`src/hdl/zx7e_pkg.sv`:
```
// ----------------------------------------------------------------------------
// zx7e_pkg: shared types, constants and microcode for the zx7 token encoder
// Holds the channel codes, the byte queue geometry, the control word format of
// the sequencer and its program table.
// ----------------------------------------------------------------------------
package zx7e_pkg;

  // Byte queue geometry
  localparam int QUEUE_DEPTH = 32;
  localparam int QIDX_W      = $clog2(QUEUE_DEPTH);

  // Results per item are capped
  localparam int MAX_RESULTS = 24;
  localparam int RCNT_W      = $clog2(MAX_RESULTS + 1);

  // Token limits
  localparam logic [16:0] MIN_LENGTH   = 17'd2;
  localparam logic [16:0] MAX_LENGTH   = 17'd65536;
  localparam logic [11:0] MAX_OFFSET   = 12'd2176;
  localparam logic [11:0] SHORT_OFFSET = 12'd128;

  // Stop code: one, sixteen zeros, one
  localparam int          STOP_BITS = 18;
  localparam logic [17:0] STOP_CODE = 18'h20001;

  // Bit word sizes
  localparam logic [4:0] WORD8  = 5'd8;
  localparam logic [4:0] WORD16 = 5'd16;

  // Input actions
  localparam logic [1:0] ACT_RAW     = 2'd0;
  localparam logic [1:0] ACT_LITERAL = 2'd1;
  localparam logic [1:0] ACT_MATCH   = 2'd2;
  localparam logic [1:0] ACT_FINISH  = 2'd3;

  // Configuration register indexes
  localparam logic [1:0] CFG_WORD_MODE  = 2'd0;
  localparam logic [1:0] CFG_BIG_ENDIAN = 2'd1;
  localparam logic [1:0] CFG_FULL_BITS  = 2'd2;

  // Result status codes
  typedef enum logic [1:0] {
    ST_DATA     = 2'd0,
    ST_INVALID  = 2'd1,
    ST_OVERFLOW = 2'd2
  } status_t;

  // Microcode operations
  typedef enum logic [3:0] {
    OP_EMIT_IN    = 4'd0,
    OP_CHECK      = 4'd1,
    OP_PUSH       = 4'd2,
    OP_QADD_BYTE  = 4'd3,
    OP_QADD_OFF   = 4'd4,
    OP_LOAD_VAL   = 4'd5,
    OP_LOAD_OFFHI = 4'd6,
    OP_PAD        = 4'd7,
    OP_CLEAR      = 4'd8,
    OP_END        = 4'd9
  } op_t;

  // Jump conditions, evaluated when a step completes
  typedef enum logic [1:0] {
    JC_NONE    = 2'd0,
    JC_ALWAYS  = 2'd1,
    JC_SHORT   = 2'd2,
    JC_INVALID = 2'd3
  } cond_t;

  localparam int PC_W = 4;
  typedef logic [PC_W-1:0] pc_t;

  typedef struct packed {
    op_t   op;
    cond_t cond;
    pc_t   target;
  } uword_t;

  // Program entry points
  localparam pc_t PC_RAW   = 4'd0;
  localparam pc_t PC_LIT   = 4'd1;
  localparam pc_t PC_MATCH = 4'd3;
  localparam pc_t PC_FIN   = 4'd10;
  localparam pc_t PC_END   = 4'd13;

  // Sequencer to output unit
  typedef struct packed {
    logic       flush;       // start a word flush followed by a queue drain
    logic       drain;       // start a queue drain only
    logic       word16;
    logic       big_endian;
    logic       qadd;
    logic [7:0] qbyte;
    logic       put;         // emit one result from the sequencer
    logic [7:0] put_byte;
    status_t    put_status;
    logic       put_err;     // error results bypass the result cap
    logic       close;       // finish the item: error if any, mark last
    logic       clear;       // empty the queue at end of stream
  } emit_ctl_t;

  // Output unit to sequencer
  typedef struct packed {
    logic busy;
    logic put_ok;
    logic close_done;
  } emit_sts_t;

  // Number of significant bits of a 16-bit value
  function automatic logic [4:0] bit_len(input logic [15:0] v);
    logic [4:0] n;
    n = 5'd0;
    for (int i = 0; i < 16; i++) begin
      if (v[i]) n = 5'(i + 1);
    end
    return n;
  endfunction

  // Program entry by action
  function automatic pc_t entry_pc(input logic [1:0] action);
    pc_t pc;
    unique case (action)
      ACT_RAW:     pc = PC_RAW;
      ACT_LITERAL: pc = PC_LIT;
      ACT_MATCH:   pc = PC_MATCH;
      default:     pc = PC_FIN;
    endcase
    return pc;
  endfunction

  // Control store
  function automatic uword_t micro_rom(input pc_t pc);
    uword_t w;
    case (pc)
      4'd0:    w = '{OP_EMIT_IN,    JC_ALWAYS,  PC_END};
      4'd1:    w = '{OP_PUSH,       JC_NONE,    PC_END};
      4'd2:    w = '{OP_QADD_BYTE,  JC_ALWAYS,  PC_END};
      4'd3:    w = '{OP_CHECK,      JC_INVALID, PC_END};
      4'd4:    w = '{OP_PUSH,       JC_NONE,    PC_END};
      4'd5:    w = '{OP_LOAD_VAL,   JC_NONE,    PC_END};
      4'd6:    w = '{OP_PUSH,       JC_NONE,    PC_END};
      4'd7:    w = '{OP_QADD_OFF,   JC_SHORT,   PC_END};
      4'd8:    w = '{OP_LOAD_OFFHI, JC_NONE,    PC_END};
      4'd9:    w = '{OP_PUSH,       JC_ALWAYS,  PC_END};
      4'd10:   w = '{OP_PUSH,       JC_NONE,    PC_END};
      4'd11:   w = '{OP_PAD,        JC_NONE,    PC_END};
      4'd12:   w = '{OP_CLEAR,      JC_NONE,    PC_END};
      default: w = '{OP_END,        JC_NONE,    PC_END};
    endcase
    return w;
  endfunction

endpackage

```
`src/hdl/zx7e_in_if.sv`:
```
// ----------------------------------------------------------------------------
// zx7e_in_if: token input channel
// Valid/ready channel carrying one LZ token per item.
// ----------------------------------------------------------------------------
interface zx7e_in_if;
  logic        valid;
  logic        ready;
  logic [1:0]  action;
  logic [7:0]  byte_value;
  logic [16:0] match_length;
  logic [11:0] match_offset;

  modport source (output valid, action, byte_value, match_length, match_offset,
                  input ready);
  modport sink   (input valid, action, byte_value, match_length, match_offset,
                  output ready);
endinterface

```
`src/hdl/zx7e_out_if.sv`:
```
// ----------------------------------------------------------------------------
// zx7e_out_if: result channel
// Valid/ready channel carrying one stream byte or error result per item.
// ----------------------------------------------------------------------------
interface zx7e_out_if;
  logic       valid;
  logic       ready;
  logic [7:0] out_byte;
  logic [1:0] status;
  logic       last;

  modport source (output valid, out_byte, status, last, input ready);
  modport sink   (input valid, out_byte, status, last, output ready);
endinterface

```
`src/hdl/zx7e_emit.sv`:
```
// ----------------------------------------------------------------------------
// zx7e_emit: byte queue, word flush and result output stage
// Holds the offset/literal byte queue, runs word flushes and queue drains,
// caps results per item and keeps one result pending so the final one of an
// item can be marked last.
// ----------------------------------------------------------------------------
module zx7e_emit (
  input  logic                clk,
  input  logic                rst_n,
  input  zx7e_pkg::emit_ctl_t ctl,
  input  logic [15:0]         acc,
  output zx7e_pkg::emit_sts_t sts,
  zx7e_out_if.source          out_ch
);

  typedef enum logic [3:0] {
    F_IDLE  = 4'b0001,
    F_BYTE0 = 4'b0010,
    F_BYTE1 = 4'b0100,
    F_DRAIN = 4'b1000
  } fstate_t;

  localparam int QW = zx7e_pkg::QIDX_W;
  localparam int CW = zx7e_pkg::RCNT_W;
  localparam logic [QW-1:0] QLAST = QW'(zx7e_pkg::QUEUE_DEPTH - 1);

  fstate_t f_state_r, f_state_nxt;
  logic    w16_r, be_r;

  logic [7:0]    mem [zx7e_pkg::QUEUE_DEPTH];
  logic [QW-1:0] wr_r, wr_nxt, rd_r, rd_nxt, wr_inc, rd_inc;
  logic [7:0]    q_rd_data_r;
  logic          q_full, q_wr;

  logic              pend_v_r, pend_v_nxt;
  logic [7:0]        pend_byte_r;
  zx7e_pkg::status_t pend_status_r;

  logic              out_v_r, out_v_nxt;
  logic [7:0]        out_byte_r;
  zx7e_pkg::status_t out_status_r;
  logic              out_last_r;

  logic [CW-1:0] res_cnt_r, res_cnt_nxt, cap_lim;
  logic          ovf_r, ovf_nxt;

  logic              gen_v, gen_err;
  logic [7:0]        gen_byte;
  zx7e_pkg::status_t gen_status;
  logic              drop, out_free, room, gen_fire, keep, fin, pend_to_out;

  // Queue index arithmetic with wrap
  assign wr_inc = (wr_r == QLAST) ? '0 : wr_r + QW'(1);
  assign rd_inc = (rd_r == QLAST) ? '0 : rd_r + QW'(1);
  assign q_full = (wr_inc == rd_r);
  assign q_wr   = ctl.qadd && !q_full;

  // Pick the result offered this cycle
  always_comb begin
    gen_v      = 1'b0;
    gen_err    = 1'b0;
    gen_byte   = 8'd0;
    gen_status = zx7e_pkg::ST_DATA;
    unique case (f_state_r)
      F_BYTE0: begin
        gen_v    = 1'b1;
        gen_byte = (w16_r && be_r) ? acc[15:8] : acc[7:0];
      end
      F_BYTE1: begin
        gen_v    = 1'b1;
        gen_byte = be_r ? acc[7:0] : acc[15:8];
      end
      F_DRAIN: begin
        gen_v    = (rd_r != wr_r);
        gen_byte = q_rd_data_r;
      end
      F_IDLE: begin
        if (ctl.put) begin
          gen_v      = 1'b1;
          gen_byte   = ctl.put_byte;
          gen_status = ctl.put_status;
          gen_err    = ctl.put_err;
        end else if (ctl.close && ovf_r) begin
          gen_v      = 1'b1;
          gen_status = zx7e_pkg::ST_OVERFLOW;
          gen_err    = 1'b1;
        end
      end
      default: gen_v = 1'b0;
    endcase
  end

  // Drop data results beyond the cap; one slot stays free for an overflow error
  assign cap_lim  = ovf_r ? CW'(zx7e_pkg::MAX_RESULTS - 1) : CW'(zx7e_pkg::MAX_RESULTS);
  assign drop     = !gen_err && (res_cnt_r >= cap_lim);
  assign out_free = !out_v_r || out_ch.ready;
  assign room     = !pend_v_r || out_free;
  assign gen_fire = gen_v && (drop || room);
  assign keep     = gen_fire && !drop;
  assign fin      = (f_state_r == F_IDLE) && ctl.close && !ovf_r && room;
  assign pend_to_out = pend_v_r && (keep || fin);

  // Flush sequencing and queue indexes
  always_comb begin
    f_state_nxt = f_state_r;
    rd_nxt      = rd_r;
    wr_nxt      = q_wr ? wr_inc : wr_r;
    unique case (f_state_r)
      F_IDLE: begin
        if (ctl.flush)      f_state_nxt = F_BYTE0;
        else if (ctl.drain) f_state_nxt = F_DRAIN;
      end
      F_BYTE0: if (gen_fire) f_state_nxt = w16_r ? F_BYTE1 : F_DRAIN;
      F_BYTE1: if (gen_fire) f_state_nxt = F_DRAIN;
      F_DRAIN: begin
        if (rd_r == wr_r) f_state_nxt = F_IDLE;
        if (gen_fire)     rd_nxt = rd_inc;
      end
      default: f_state_nxt = F_IDLE;
    endcase
    if (ctl.clear) begin
      rd_nxt = '0;
      wr_nxt = '0;
    end
  end

  // Pending, output, count and overflow next values
  always_comb begin
    pend_v_nxt  = pend_v_r;
    out_v_nxt   = out_v_r && !out_ch.ready;
    res_cnt_nxt = res_cnt_r;
    ovf_nxt     = ovf_r || (ctl.qadd && q_full);
    if (pend_to_out) out_v_nxt = 1'b1;
    if (keep) begin
      pend_v_nxt  = 1'b1;
      res_cnt_nxt = res_cnt_r + CW'(1);
    end
    if (gen_fire && gen_status == zx7e_pkg::ST_OVERFLOW) ovf_nxt = 1'b0;
    if (fin) begin
      pend_v_nxt  = 1'b0;
      res_cnt_nxt = '0;
    end
  end

  // Control registers
  always_ff @(posedge clk) begin
    if (!rst_n) begin
      f_state_r <= F_IDLE;
      wr_r      <= '0;
      rd_r      <= '0;
      pend_v_r  <= 1'b0;
      out_v_r   <= 1'b0;
      res_cnt_r <= '0;
      ovf_r     <= 1'b0;
    end else begin
      f_state_r <= f_state_nxt;
      wr_r      <= wr_nxt;
      rd_r      <= rd_nxt;
      pend_v_r  <= pend_v_nxt;
      out_v_r   <= out_v_nxt;
      res_cnt_r <= res_cnt_nxt;
      ovf_r     <= ovf_nxt;
    end
  end

  // Payload registers
  always_ff @(posedge clk) begin
    if (f_state_r == F_IDLE && ctl.flush) begin
      w16_r <= ctl.word16;
      be_r  <= ctl.big_endian;
    end
    if (pend_to_out) begin
      out_byte_r   <= pend_byte_r;
      out_status_r <= pend_status_r;
      out_last_r   <= fin;
    end
    if (keep) begin
      pend_byte_r   <= gen_byte;
      pend_status_r <= gen_status;
    end
  end

  // Queue storage; read data always tracks the next read index
  always_ff @(posedge clk) begin
    if (q_wr) mem[wr_r] <= ctl.qbyte;
    q_rd_data_r <= mem[rd_nxt];
  end

  assign sts.busy       = (f_state_r != F_IDLE);
  assign sts.put_ok     = (f_state_r == F_IDLE) && ctl.put && gen_fire;
  assign sts.close_done = fin;

  assign out_ch.valid    = out_v_r;
  assign out_ch.out_byte = out_byte_r;
  assign out_ch.status   = out_status_r;
  assign out_ch.last     = out_last_r;

endmodule

```
`src/hdl/zx7_token_bitstream_encoder_core.sv`:
```
// ----------------------------------------------------------------------------
// zx7_token_bitstream_encoder_core: zx7-style LZ token to byte stream encoder
// A microcoded sequencer packs flag bits and Elias-gamma codes into bit words
// and hands word flushes, queued bytes and results to the output unit.
// ----------------------------------------------------------------------------
// Usage:
//   in_ch  takes one token per item (raw byte, literal, match or finish).
//   out_ch gives the stream bytes, or one error result; the final result of
//          a token carries last. A literal that fills no word gives none.
//   cfg_we/cfg_index/cfg_data write word_mode, big_endian and full_bits;
//   write them only while the block is idle.
// Flow: a token is accepted only when the sequencer is idle, so the next
//   token waits until the program of the last one ends. The program runs
//   its code bit shifts, queue adds, loads and close step in order, and
//   holds while the output unit flushes, drains or cannot take a result.
//   A word flush emits the word bytes and then drains the queued bytes; a
//   full word is flushed ahead of the next bit.
// Reset: synchronous, active low; clears the bit word, the queue indexes and
//   the registers. When out_ch stalls, results wait in the output and pending
//   registers and the sequencer holds until room frees up.
// ----------------------------------------------------------------------------
module zx7_token_bitstream_encoder_core (
  input  logic       clk,
  input  logic       rst_n,
  zx7e_in_if.sink    in_ch,
  zx7e_out_if.source out_ch,
  input  logic       cfg_we,
  input  logic [1:0] cfg_index,
  input  logic [0:0] cfg_data
);

  // Configuration
  logic word_mode_r, big_endian_r, full_bits_r;

  // Sequencer
  logic             busy_r, busy_nxt;
  zx7e_pkg::pc_t    upc_r, upc_nxt;
  zx7e_pkg::uword_t uw;
  logic             exec, step_done, take_jump, in_fire;

  // Bit datapath
  logic [15:0] acc_r, acc_nxt;
  logic [4:0]  fill_r, fill_nxt, fill_inc, size, pad_amt;
  logic [17:0] sh_r, sh_nxt;
  logic [4:0]  cnt_r, cnt_nxt, bit_idx;
  logic        fill_full;

  // Token fields
  logic [7:0]  byte_r, qoff_r;
  logic [15:0] v_r;
  logic [4:0]  nb_r;
  logic [3:0]  offhi_r;
  logic        inv_r, short_r;

  // Token decode at acceptance
  logic [16:0] len_m1;
  logic [4:0]  nb_in;
  logic [11:0] off_t;
  logic        inv_in, short_in;

  zx7e_pkg::emit_ctl_t ctl;
  zx7e_pkg::emit_sts_t em_sts;

  assign in_fire      = in_ch.valid && !busy_r;
  assign in_ch.ready  = !busy_r;

  assign len_m1   = in_ch.match_length - 17'd1;
  assign nb_in    = zx7e_pkg::bit_len(len_m1[15:0]);
  assign off_t    = in_ch.match_offset - (zx7e_pkg::SHORT_OFFSET + 12'd1);
  assign short_in = (in_ch.match_offset <= zx7e_pkg::SHORT_OFFSET);
  assign inv_in   = (in_ch.match_length < zx7e_pkg::MIN_LENGTH) ||
                    (in_ch.match_length > zx7e_pkg::MAX_LENGTH) ||
                    (in_ch.match_offset == 12'd0) ||
                    (in_ch.match_offset > zx7e_pkg::MAX_OFFSET);

  assign size      = word_mode_r ? zx7e_pkg::WORD16 : zx7e_pkg::WORD8;
  assign fill_full = (fill_r >= size);
  assign fill_inc  = fill_r + 5'd1;
  assign bit_idx   = cnt_r - 5'd1;
  assign pad_amt   = fill_full ? 5'd0 : size - fill_r;

  assign uw   = zx7e_pkg::micro_rom(upc_r);
  assign exec = busy_r && !em_sts.busy;

  // Execute the current control word
  always_comb begin
    ctl            = '0;
    ctl.word16     = word_mode_r;
    ctl.big_endian = big_endian_r;
    ctl.put_status = zx7e_pkg::ST_DATA;
    acc_nxt        = acc_r;
    fill_nxt       = fill_r;
    sh_nxt         = sh_r;
    cnt_nxt        = cnt_r;
    step_done      = 1'b0;
    if (exec) begin
      unique case (uw.op)
        zx7e_pkg::OP_EMIT_IN: begin
          ctl.put      = 1'b1;
          ctl.put_byte = byte_r;
          step_done    = em_sts.put_ok;
        end
        zx7e_pkg::OP_CHECK: begin
          if (inv_r) begin
            ctl.put        = 1'b1;
            ctl.put_status = zx7e_pkg::ST_INVALID;
            ctl.put_err    = 1'b1;
            step_done      = em_sts.put_ok;
          end else begin
            step_done = 1'b1;
          end
        end
        zx7e_pkg::OP_PUSH: begin
          if (fill_full) begin
            // flush the full word before the next bit
            ctl.flush = 1'b1;
            fill_nxt  = 5'd0;
          end else begin
            acc_nxt = {acc_r[14:0], sh_r[bit_idx]};
            cnt_nxt = bit_idx;
            if (full_bits_r && fill_inc >= size) begin
              ctl.flush = 1'b1;
              fill_nxt  = 5'd0;
            end else begin
              fill_nxt = fill_inc;
            end
            step_done = (cnt_r == 5'd1);
          end
        end
        zx7e_pkg::OP_QADD_BYTE: begin
          ctl.qadd  = 1'b1;
          ctl.qbyte = byte_r;
          step_done = 1'b1;
        end
        zx7e_pkg::OP_QADD_OFF: begin
          ctl.qadd  = 1'b1;
          ctl.qbyte = qoff_r;
          step_done = 1'b1;
        end
        zx7e_pkg::OP_LOAD_VAL: begin
          sh_nxt    = {2'b00, v_r};
          cnt_nxt   = nb_r;
          step_done = 1'b1;
        end
        zx7e_pkg::OP_LOAD_OFFHI: begin
          sh_nxt    = {14'd0, offhi_r};
          cnt_nxt   = 5'd4;
          step_done = 1'b1;
        end
        zx7e_pkg::OP_PAD: begin
          // pad a partial word with zeros and flush it, else drain only
          if (fill_r != 5'd0) begin
            acc_nxt   = acc_r << pad_amt;
            ctl.flush = 1'b1;
            fill_nxt  = 5'd0;
          end else begin
            ctl.drain = 1'b1;
          end
          step_done = 1'b1;
        end
        zx7e_pkg::OP_CLEAR: begin
          acc_nxt   = 16'd0;
          fill_nxt  = 5'd0;
          ctl.clear = 1'b1;
          step_done = 1'b1;
        end
        zx7e_pkg::OP_END: begin
          ctl.close = 1'b1;
          step_done = em_sts.close_done;
        end
        default: step_done = 1'b1;
      endcase
    end
  end

  // Next step address
  always_comb begin
    unique case (uw.cond)
      zx7e_pkg::JC_ALWAYS:  take_jump = 1'b1;
      zx7e_pkg::JC_SHORT:   take_jump = short_r;
      zx7e_pkg::JC_INVALID: take_jump = inv_r;
      default:              take_jump = 1'b0;
    endcase
    upc_nxt  = upc_r;
    busy_nxt = busy_r;
    if (step_done) begin
      upc_nxt = take_jump ? uw.target : upc_r + zx7e_pkg::pc_t'(1);
      if (uw.op == zx7e_pkg::OP_END) busy_nxt = 1'b0;
    end
    if (in_fire) begin
      upc_nxt  = zx7e_pkg::entry_pc(in_ch.action);
      busy_nxt = 1'b1;
    end
  end

  // Control state and bit word
  always_ff @(posedge clk) begin
    if (!rst_n) begin
      busy_r       <= 1'b0;
      upc_r        <= zx7e_pkg::PC_END;
      acc_r        <= 16'd0;
      fill_r       <= 5'd0;
      word_mode_r  <= 1'b0;
      big_endian_r <= 1'b0;
      full_bits_r  <= 1'b0;
    end else begin
      busy_r <= busy_nxt;
      upc_r  <= upc_nxt;
      acc_r  <= acc_nxt;
      fill_r <= fill_nxt;
      if (cfg_we) begin
        case (cfg_index)
          zx7e_pkg::CFG_WORD_MODE:  word_mode_r  <= cfg_data[0];
          zx7e_pkg::CFG_BIG_ENDIAN: big_endian_r <= cfg_data[0];
          zx7e_pkg::CFG_FULL_BITS:  full_bits_r  <= cfg_data[0];
          default: ;
        endcase
      end
    end
  end

  // Token capture and bit source
  always_ff @(posedge clk) begin
    sh_r  <= sh_nxt;
    cnt_r <= cnt_nxt;
    if (in_fire) begin
      byte_r  <= in_ch.byte_value;
      v_r     <= len_m1[15:0];
      nb_r    <= nb_in;
      inv_r   <= inv_in;
      short_r <= short_in;
      qoff_r  <= short_in ? 8'(in_ch.match_offset - 12'd1) : {1'b1, off_t[6:0]};
      offhi_r <= off_t[10:7];
      case (in_ch.action)
        zx7e_pkg::ACT_LITERAL: begin
          sh_r  <= 18'd0;
          cnt_r <= 5'd1;
        end
        zx7e_pkg::ACT_MATCH: begin
          sh_r  <= 18'd1 << (nb_in - 5'd1);
          cnt_r <= nb_in;
        end
        zx7e_pkg::ACT_FINISH: begin
          sh_r  <= zx7e_pkg::STOP_CODE;
          cnt_r <= 5'(zx7e_pkg::STOP_BITS);
        end
        default: ;
      endcase
    end
  end

  zx7e_emit u_emit (
    .clk    (clk),
    .rst_n  (rst_n),
    .ctl    (ctl),
    .acc    (acc_r),
    .sts    (em_sts),
    .out_ch (out_ch)
  );

endmodule

```
`src/flat_wrapper.sv`:
```
// flat-port wrapper written by rule: the top's interface ports become plain ports
module zx7_token_bitstream_encoder_core_flat 
  (clk, rst_n, cfg_we, cfg_index, cfg_data, in_ch_valid, in_ch_action, in_ch_byte_value, in_ch_match_length, in_ch_match_offset, in_ch_ready, out_ch_valid, out_ch_out_byte, out_ch_status, out_ch_last, out_ch_ready);
  zx7e_in_if in_ch_i ();
  zx7e_out_if out_ch_i ();
  input  logic clk;
  input  logic rst_n;
  input  logic cfg_we;
  input  logic [1:0] cfg_index;
  input  logic [0:0] cfg_data;
  input wire logic [$bits(in_ch_i.valid)-1:0] in_ch_valid;
  input wire logic [$bits(in_ch_i.action)-1:0] in_ch_action;
  input wire logic [$bits(in_ch_i.byte_value)-1:0] in_ch_byte_value;
  input wire logic [$bits(in_ch_i.match_length)-1:0] in_ch_match_length;
  input wire logic [$bits(in_ch_i.match_offset)-1:0] in_ch_match_offset;
  output wire logic [$bits(in_ch_i.ready)-1:0] in_ch_ready;
  output wire logic [$bits(out_ch_i.valid)-1:0] out_ch_valid;
  output wire logic [$bits(out_ch_i.out_byte)-1:0] out_ch_out_byte;
  output wire logic [$bits(out_ch_i.status)-1:0] out_ch_status;
  output wire logic [$bits(out_ch_i.last)-1:0] out_ch_last;
  input wire logic [$bits(out_ch_i.ready)-1:0] out_ch_ready;
  assign in_ch_i.valid = in_ch_valid;
  assign in_ch_i.action = in_ch_action;
  assign in_ch_i.byte_value = in_ch_byte_value;
  assign in_ch_i.match_length = in_ch_match_length;
  assign in_ch_i.match_offset = in_ch_match_offset;
  assign in_ch_ready = in_ch_i.ready;
  assign out_ch_valid = out_ch_i.valid;
  assign out_ch_out_byte = out_ch_i.out_byte;
  assign out_ch_status = out_ch_i.status;
  assign out_ch_last = out_ch_i.last;
  assign out_ch_i.ready = out_ch_ready;
  zx7_token_bitstream_encoder_core u_core (.clk(clk), .rst_n(rst_n), .in_ch(in_ch_i), .out_ch(out_ch_i), .cfg_we(cfg_we), .cfg_index(cfg_index), .cfg_data(cfg_data));
endmodule
```
`config.mk`:
```
export PLATFORM = sky130hd
export DESIGN_NAME = zx7_token_bitstream_encoder_core_flat
export DESIGN_NICKNAME = d
export VERILOG_FILES = /design/src/hdl/zx7e_pkg.sv /design/src/hdl/zx7e_in_if.sv /design/src/hdl/zx7e_out_if.sv /design/src/hdl/zx7e_emit.sv /design/src/hdl/zx7_token_bitstream_encoder_core.sv /design/src/flat_wrapper.sv
export SDC_FILE = /design/constraint.sdc
export NUM_CORES = 1
export LEC_CHECK = 0
export ABC_CLOCK_PERIOD_IN_PS = 3900
export BUFFER_PORTS_ARGS = -buffer_cell sky130_fd_sc_hd__buf_4
export CAP_MARGIN = 20
export CORE_MARGIN = 2
export CORE_UTILIZATION = 43
export CTS_CLUSTER_SIZE = 30
export DETAILED_ROUTE_END_ITERATION = 7
export SYNTH_ARGS = -nofsm -noshare
export SYNTH_HDL_FRONTEND = slang
export SYNTH_SLANG_ARGS = --single-unit
```
`constraint.sdc`:
```
create_clock -name clk -period 3.9 [get_ports clk]
set_clock_uncertainty 0.1 [all_clocks]
set_input_delay 0.39 -clock clk [delete_from_list [all_inputs] [get_ports clk]]
set_output_delay 0.39 -clock clk [all_outputs]
set_load 0.02 [all_outputs]
```
==> results of run 1 <==
-- final cells by class --
cell class | count | area [um2]
clock buffers | 56 | 1166
repair buffers | 169 | 1344
flip-flops and latches | 409 | 11400
well taps | 592 | 740.7
clock inverters | 25 | 276.5
inverters | 95 | 356.6
fillers | 3862 | 21770
multi-input cells | 1052 | 7363
-- layer usage --
metal  part of all wire, %  vias up  wire, um  global-route usage, %
li1                      -     6507         -                      -
met1                    45     6745     23100                  30.66
met2                    46      437     23620                  33.88
met3                   5.8       80      2991                  2.879
met4                   2.8        0      1421                  7.580
met5                     0        -         0                      0
-- final timing paths --
path,from,end,slack [ns],cells after the start
worst max-delay path,u_core.u_emit.ovf_r$_SDFF_PP0_,u_core.u_emit.q_rd_data_r[6]$_DFF_P_,0.26,11
worst min-delay path,out_ch_ready,u_core.u_emit.out_ch.valid$_SDFF_PN0_,0.02,4
worst max register to register,u_core.u_emit.ovf_r$_SDFF_PP0_,u_core.u_emit.q_rd_data_r[6]$_DFF_P_,0.26,11
worst min register to register,u_core.u_emit.pend_status_r[0]$_DFFE_PP_,u_core.u_emit.out_ch.status[0]$_DFFE_PP_,0.32,0
-- cells in the final DEF (no fill, tap or decap), types with 6 or more instances in the layout --
master	synthesis	routed
sky130_fd_sc_hd__o21ai_0	55	55
sky130_fd_sc_hd__nor2b_1	13	13
sky130_fd_sc_hd__nand3_1	116	116
sky130_fd_sc_hd__o211ai_1	8	8
sky130_fd_sc_hd__mux2i_1	132	131
sky130_fd_sc_hd__o221ai_1	18	18
sky130_fd_sc_hd__and3_1	9	9
sky130_fd_sc_hd__clkinv_2	0	9
sky130_fd_sc_hd__xor2_1	24	24
sky130_fd_sc_hd__dlygate4sd3_1	0	12
sky130_fd_sc_hd__edfxtp_1	321	321
sky130_fd_sc_hd__clkbuf_1	64	10
sky130_fd_sc_hd__o31ai_1	11	11
sky130_fd_sc_hd__ha_1	31	31
sky130_fd_sc_hd__buf_4	6	153
sky130_fd_sc_hd__nand4_1	19	19
sky130_fd_sc_hd__mux2_2	28	28
sky130_fd_sc_hd__o22ai_1	6	6
sky130_fd_sc_hd__nor2_2	0	9
sky130_fd_sc_hd__a31oi_1	8	8
sky130_fd_sc_hd__a22oi_1	37	37
sky130_fd_sc_hd__nor4_1	13	13
sky130_fd_sc_hd__nor3_1	32	32
sky130_fd_sc_hd__a221oi_1	8	8
sky130_fd_sc_hd__nand2_1	70	70
sky130_fd_sc_hd__o2111ai_1	56	56
sky130_fd_sc_hd__and2_1	9	9
sky130_fd_sc_hd__inv_1	92	92
sky130_fd_sc_hd__clkbuf_16	0	44
sky130_fd_sc_hd__dfxtp_1	88	88
sky130_fd_sc_hd__nand3b_1	9	9
sky130_fd_sc_hd__xnor2_1	25	25
sky130_fd_sc_hd__nand2b_1	15	15
sky130_fd_sc_hd__or4_1	8	8
sky130_fd_sc_hd__nor2_1	152	143
sky130_fd_sc_hd__a211oi_1	9	8
sky130_fd_sc_hd__clkinv_1	2	8
sky130_fd_sc_hd__a21oi_1	37	36
-- state kept, by name (all words and copies together) (netlist names), 6 cells and up --
signal                         cells
u_core.acc_r                      16
u_core.byte_r                      8
u_core.qoff_r                      8
u_core.sh_r                       18
u_core.u_emit.mem                256
u_core.u_emit.out_ch.out_byte      8
u_core.u_emit.pend_byte_r          8
u_core.u_emit.q_rd_data_r          8
u_core.uw                          6
u_core.v_r                        15
-- synthesized netlist by cell type (11+ instances only) --
cell type	number
sky130_fd_sc_hd__o221ai_1	18
sky130_fd_sc_hd__xnor2_1	25
sky130_fd_sc_hd__nand2b_1	15
sky130_fd_sc_hd__clkbuf_1	64
sky130_fd_sc_hd__nand4_1	19
sky130_fd_sc_hd__edfxtp_1	321
sky130_fd_sc_hd__a21oi_1	37
sky130_fd_sc_hd__o31ai_1	11
sky130_fd_sc_hd__nor2b_1	13
sky130_fd_sc_hd__o21ai_0	55
sky130_fd_sc_hd__nand3_1	116
sky130_fd_sc_hd__nor3_1	32
sky130_fd_sc_hd__inv_1	92
sky130_fd_sc_hd__ha_1	31
sky130_fd_sc_hd__dfxtp_1	88
sky130_fd_sc_hd__nor4_1	13
sky130_fd_sc_hd__mux2i_1	132
sky130_fd_sc_hd__xor2_1	24
sky130_fd_sc_hd__buf_2	12
sky130_fd_sc_hd__a22oi_1	37
sky130_fd_sc_hd__o2111ai_1	56
sky130_fd_sc_hd__nor2_1	152
sky130_fd_sc_hd__mux2_2	28
sky130_fd_sc_hd__nand2_1	70
-- kinds of logic after synthesis --
group	Yosys count	share of synthesized area [%]
buffers and inverters	185	3.954
muxes	165	8.944
xor gates and xnor gates	49	2.205
AOI/OAI and AO/OA	306	11.46
adders and majority gates	31	1.993
and+or+nand+nor	500	12.86
DFF	409	58.59
-- through the flow --
step / hold WS, ns / worst slack [ns] / std cells / setup TNS, ns
finish: 0.02233 / 0.2585 / 2398 / 0
global route: 0.02943 / 0.006555 / 2398 / 0
CTS: 0.001177 / 0.05147 / 2396 / 0
detailed placement: 0.3080 / -0.04213 / 2303 / -0.08902
global placement: 0.3028 / 0.08741 / 2303 / 0
floorplan: 0.3003 / 0.1836 / 1645 / 0
-- tightest hold or removal path: stages --
cell and delay, ns:
sky130_fd_sc_hd__buf_4 0.11, sky130_fd_sc_hd__inv_1 0.04, sky130_fd_sc_hd__a21oi_1 0.05, sky130_fd_sc_hd__nor2_1 0.07
-- power by group --
part           switching, mW  internal, mW
Clock                   1.77          2.41
Combinational          0.595         0.375
Sequential             0.118          4.81
-- timing repair --
item / CTS / global route
setup endpoints to repair: 4 / 15
hold buffers: 12 / 0
gates cloned: 0 / 1
resized for setup: 1 / 5
hold endpoints to repair: 14 / 0
pin swaps: 0 / 2
==> results.md, run 1 <==
- Run status: finished, final reports clean
- Net Count, Synth: 1723
- Commonest register cell after synthesis: sky130_fd_sc_hd__edfxtp_1
- Flops & latches, synth: 409
- Final-report hold violation count: 0
- Cell area after synthesis: 19460 um2
- Maximum clock path buffer count: 3
- Chip width: 216.7 um
- Number of antenna diodes: 0
- Number of cell rows: 77
- Number of pins exceeding their max-slew limit in the final report: 0
- Clock transition time at the flip-flop clock pins of the worst setup and hold paths: 0.06 ns
- H-tree lvl count: 2
- Drt via density: 5.742
- Category of cells accounting for the largest share of critical-path delay: simple AND/OR/NAND/NOR gates
- Crit path top cell by count: sky130_fd_sc_hd__o21ai_0
- Max-cap check violation count: 0
- Crit Path Category: register to register
- Area of the placeable core: 44410 um2
- Clock latency reported for the late side of the worst-skew pair: 0.59 ns
- Initial cell density of the core: 43.81%
- Height of the die: 216.7 um
- Critical path buffers and inverters: 2
- Top area cells in the synthesized netlist: sky130_fd_sc_hd__edfxtp_1 (50%), sky130_fd_sc_hd__dfxtp_1 (9.1%), sky130_fd_sc_hd__mux2i_1 (6.8%), sky130_fd_sc_hd__nand3_1 (3.0%), sky130_fd_sc_hd__nor2_1 (2.9%)
- Power density normalized to cell area: 444.8 nW/um2
- Synth Area per Inst: 11.83 um2
- Remaining antenna violation count after routing: 0
- Area growth from synthesis to layout: 16.38%
- Setup violation total in the final timing report: 0
- CTS buffer count: 44
- Global Route Usage Sum: 21.53%
- Global-route wire length before repair: 78580 um
- Maximum net fanout on the critical path: 33
- Area share of the leading cell type in the synthesized netlist: 49.53%
- Initial antenna violation count: 0
- Count of unresolved DRC violations after routing: 0
- Minimum period implied by the final worst setup slack: 3.642 ns
- Number of distinct library cells after synthesis: 81
- Critical Path Start Type: register
- Final nets: 1849
- Fraction of layout cells with a size suffix above 1: 16.06%
- Post-route fraction of the period consumed by the critical path: 93.37%
- Total chip power: 10.07 mW
- Reported leakage power: 8.687 nW
- FFs w/ async S/R, synth: 0%
- Synth area leader: sky130_fd_sc_hd__edfxtp_1
- Die outline area: 46970 um2
- Sinks on Clock Net: 409
- Register area share after synthesis: 58.59%
- Worst slew slack as a fraction of its limit: 45.94%
- Transition time at the pin with the least slew margin: 0.8055 ns
- Drt first-iter violations: 1182
- Setup repair after global routing missed its margin: true
- Final core utilization: 50.99%
- Detailed-router iteration count before antenna repair: 5
- DP HPWL: 35440 um
- Mapped Cells: 1645
- Final non-filler cell area: 22650 um2
- Placer Congestion: 0.9397
- Worst supply voltage drop on vdd: 0.3506 mV
- Total grt overflow: 0
- Final routed wire length divided by cell count: 21.32 um
- Dpl cell area: 21030 um2
- Root buf cell: sky130_fd_sc_hd__clkbuf_16
- Cells along the critical path: inv_1, ha_1, o21ai_0, o21ai_0, buf_4, nand3_4, or4_1, and2_2, o2111ai_1, nand4_1, nor4_1
- Port buffer count: 59
- Vias: 13770
- Required time at the endpoint of the critical path: 4.28 ns
- Maximum number of pins on one net before global-route repair: 67
- Path category of the worst min-delay check: primary input to register
- Vias in the first global route: 13470
- Count of boundary I/O pins: 60
- Warning count from the yosys run: 0
- Setup fix buffers added after clock tree synthesis: 0
- Worst path max stage delay: 0.64 ns
- Count of flip-flops with a built-in enable after synthesis: 321
- Clock tree from TritonCTS: built
- CP Data Arrival Time: 4.03 ns
- Kind of capture point of the worst setup path: register
- Cell with the largest stage delay on the worst path: sky130_fd_sc_hd__or4_1
- Total wirelength of the detailed-routed design: 51130 um
- Achievable Freq: 274.6 MHz
No activity file was read; power rests on OpenSTA's default activity.
==> inputs of run 2 (changes only) <==
--- a/config.mk
+++ b/config.mk
@@ -5,6 +5,7 @@
 export SDC_FILE = /design/constraint.sdc
 export NUM_CORES = 1
 export LEC_CHECK = 0
+export ABC_AREA = 1
 export ABC_CLOCK_PERIOD_IN_PS = 3900
 export BUFFER_PORTS_ARGS = -buffer_cell sky130_fd_sc_hd__buf_4
 export CAP_MARGIN = 20
@@ -14,4 +15,5 @@
 export DETAILED_ROUTE_END_ITERATION = 7
 export SYNTH_ARGS = -nofsm -noshare
 export SYNTH_HDL_FRONTEND = slang
+export SYNTH_HIERARCHICAL = 1
 export SYNTH_SLANG_ARGS = --single-unit
==> run 2 against run 1 <==
  * Flip-flop and latch count unchanged
  * Clock power shrank 5%
  * Area after synthesis rose by 7.1%
  * Critical path type unchanged
  * Critical endpoint is now u_core/uw[7]$_DFF_P_
  * Largest cell class unchanged
  * Largest power group unchanged
  * Highest routed layer unchanged
==> results.md, run 2 <==
- Xor/xnor cell area share of the yosys netlist: 1.170%
- Synth Area per Inst: 8.801 um2
- Kind of capture point of the worst setup path: register
- H-tree lvl count: 2
- Final routed wire length divided by cell count: 17.88 um
- Sinks on Clock Net: 409
- Final nets: 2530
- Non-filler instance count after layout: 3101
- Vias: 16630
- Max-cap check violation count: 0
- Area of the placeable core: 47850 um2
- Number of antenna diodes: 0
- Placer Congestion: 0.9139
- Initial antenna violation count: 1
- Clock transition time at the flip-flop clock pins of the worst setup and hold paths: 0.06 ns
- Worst path setup slack after routing: 0.3116 ns
- Remaining antenna violation count after routing: 0
- Setup slack after placement: 0.09264 ns
- Register bank with the most flops: u_core/u_emit/mem
- Vias in the first global route: 15700
- Most used cells in the layout excluding fill and tap cells: sky130_fd_sc_hd__nand2_1 (462), sky130_fd_sc_hd__inv_1 (406), sky130_fd_sc_hd__edfxtp_1 (321), sky130_fd_sc_hd__nand3_1 (283), sky130_fd_sc_hd__nand4_1 (139)
- Adder-cell area share of the yosys netlist: 1.860%
- Area growth from synthesis to layout: 14.00%
- Initial cell density of the core: 43.58%
- Cell with the largest stage delay on the worst path: sky130_fd_sc_hd__dfxtp_1
- Post-synthesis mux area share: 0.1980%
- Worst supply voltage drop on vdd: 0.2898 mV
- Mapped Cells: 2369
- FFs w/ async S/R, synth: 0%
- Complex-gate fraction of the synthesized area: 7.201%
- Net Count, Synth: 2447
- Dpl cell area: 22220 um2
- Warning count from the yosys run: 6
- Flops & latches, synth: 409
- Power density normalized to cell area: 441.0 nW/um2
- Setup violation total in the final timing report: 0
- Die outline area: 50270 um2
- Fraction of layout cells with a size suffix above 1: 11.99%
- Total wirelength of the detailed-routed design: 55460 um
- Crit Path Category: register to register
- Worst min-delay path startpoint: cfg_data
- Drt via density: 5.362
- Summed negative setup slack over all endpoints: 0 ns
- Cell area after synthesis: 20850 um2
- Worst slew slack as a fraction of its limit: 31.61%
- Most repeated cell in the gate-level netlist after synthesis: sky130_fd_sc_hd__nand2_1
- Global Route Usage Sum: 22.14%
- Final non-filler cell area: 23770 um2
- Chip width: 224.2 um
- CP Data Arrival Time: 3.94 ns
- Detailed-router iteration count before antenna repair: 5
- Crit. Startpoint: u_core/u_emit/f_state_r[2]$_SDFFE_PN0P_
- Reported leakage power: 10.30 nW
- DP HPWL: 35750 um
- Required time at the endpoint of the critical path: 4.25 ns
- Maximum clock path buffer count: 3
- Maximum number of pins on one net before global-route repair: 121
- Area share of the leading cell type in the synthesized netlist: 46.23%
- Final-report hold violation count: 0
- Share of synthesized cell area in and, or, nand and nor gates: 24.59%
- Count of boundary I/O pins: 60
- Biggest regs: u_core/u_emit/mem: 256 flops, u_core/sh_r: 18 flops
- Count of flip-flops with a built-in enable after synthesis: 321
- Number of cell rows: 80
- CTS buffer count: 44
- Count of unresolved DRC violations after routing: 0
- Clock latency reported for the late side of the worst-skew pair: 0.57 ns
- Number of flip-flops under the largest register name: 256
- Transition time at the pin with the least slew margin: 1.026 ns
- Global-route wire length before repair: 87660 um
- Synth area leader: sky130_fd_sc_hd__edfxtp_1
- Worst setup slack for register-to-register paths: 0.31 ns
- Worst R2R Start: u_core/u_emit/f_state_r[2]$_SDFFE_PN0P_
- Height of the die: 224.2 um
- Ranking of synthesized cells by instance count: sky130_fd_sc_hd__nand2_1 (465), sky130_fd_sc_hd__inv_1 (406), sky130_fd_sc_hd__edfxtp_1 (321), sky130_fd_sc_hd__nand3_1 (285), sky130_fd_sc_hd__nand4_1 (139)
- # placed instances: 3008
- Number of distinct library cells after synthesis: 58
- Total grt overflow: 0
- Commonest register cell after synthesis: sky130_fd_sc_hd__edfxtp_1
- Clock tree from TritonCTS: built
- Port buffer count: 59
- Root buf cell: sky130_fd_sc_hd__clkbuf_16
- Leading cell type in the layout, fill and taps excluded: sky130_fd_sc_hd__nand2_1
- Post-route fraction of the period consumed by the critical path: 92.01%
- Path category of the worst min-delay check: primary input to register
- Critical Path Start Type: register
- Combinational family with the most area after synthesis: simple AND/OR/NAND/NOR gates
- Register area share after synthesis: 54.68%
- Worst path max stage delay: 0.35 ns
- Drt first-iter violations: 1449
- Number of pins exceeding their max-slew limit in the final report: 0
- Minimum period implied by the final worst setup slack: 3.588 ns
- Run status: finished, final reports clean
- Maximum net fanout on the critical path: 5
- Achievable Freq: 278.7 MHz
- Top area cells in the synthesized netlist: sky130_fd_sc_hd__edfxtp_1 (46%), sky130_fd_sc_hd__dfxtp_1 (8.4%), sky130_fd_sc_hd__nand2_1 (8.4%), sky130_fd_sc_hd__inv_1 (7.3%), sky130_fd_sc_hd__nand3_1 (6.8%)
run 2: changes by cell type after synthesis, sizes merged, moves of 46 or more:
cell	delta
a21oi	+50
inv	+337
mux2i	-130
nand2	+411
nand3	+175
nand4	+121
o2111ai	-46
o21ai	+52
run 2: final timing paths:
| kind | end | depth (start not counted) |
|---|---|---|
| max reg2reg | u_core/uw[7]$_DFF_P_ | 27 |
| min reg2reg | u_core/u_emit/out_ch.out_byte[5]$_DFFE_PP_ | 0 |
| max | u_core/uw[7]$_DFF_P_ | 27 |
| min | u_core/big_endian_r$_SDFFE_PN0P_ | 3 |
run 2: what timing repair did:
action | 4_1_cts | 5_1_grt
setup endpoints to repair | 0 | 13
resized for setup | 0 | 15
buffers inserted | 0 | 4
endpoints found under the hold margin | 9 | 0
hold buffers | 9 | 0
run 2: area by class of cell:
| cell class | count | area, um2 |
|---|---|---|
| fill | 4490 | 24080 |
| sequential | 409 | 11400 |
| multi-input combinational | 1421 | 7415 |
| inverter | 435 | 1634 |
| clock buffer | 62 | 1250 |
| timing repair buffer | 141 | 1172 |
| tap | 615 | 769.5 |
| clock inverter | 18 | 126.4 |
run 2: cells by family (layout without fill, tap and decap cells):
kind of cell             Yosys count  after routing
multiplexers                       4              4
other                              1              1
flip-flops                       409            409
adder cells (fa/ha/maj)           31             31
XOR/XNOR                          24             24
AND/OR/NAND/NOR                 1102           1102
buffers and inverters            539            656
AO/OA/AOI/OAI                    259            259
run 2: stage by stage:
stage / utilization (%) / hold WS, ns / power (mW)
after floorplan: - / 0.3003 / 6.037
after global placement: 46.43 / 0.3052 / 6.475
after detailed placement: 46.43 / 0.3120 / 6.492
after CTS: 49.50 / 0.01588 / 10.48
after global routing: 49.68 / 0.02938 / 10.93
final: 49.68 / 0.03084 / 10.48
run 2: critical path: cells and delay by family, from the launching register on:
| kind | cells | cell delay (ns) |
|---|---|---|
| simple gates | 16 | 1.83 |
| compound gates | 8 | 0.78 |
| flops | 1 | 0.35 |
| fa+ha+maj | 1 | 0.28 |
| buf+inv | 2 | 0.15 |
run 2: per-layer routing:
layer / GRT usage, % / up-vias / part of all wire [%]
met5: 0 / - / 0
met3: 2.754 / 86 / 5.1
met4: 6.922 / 0 / 2.6
met2: 36.05 / 449 / 47
li1: - / 8128 / -
met1: 30.93 / 7965 / 45
run 2: power breakdown:
part	total (mW)	switching (mW)	internal, mW	leakage, nW
Sequential	5.05	0.168	4.88	3.35
Combinational	1.45	0.981	0.467	6.28
Clock	3.98	1.73	2.25	0.671
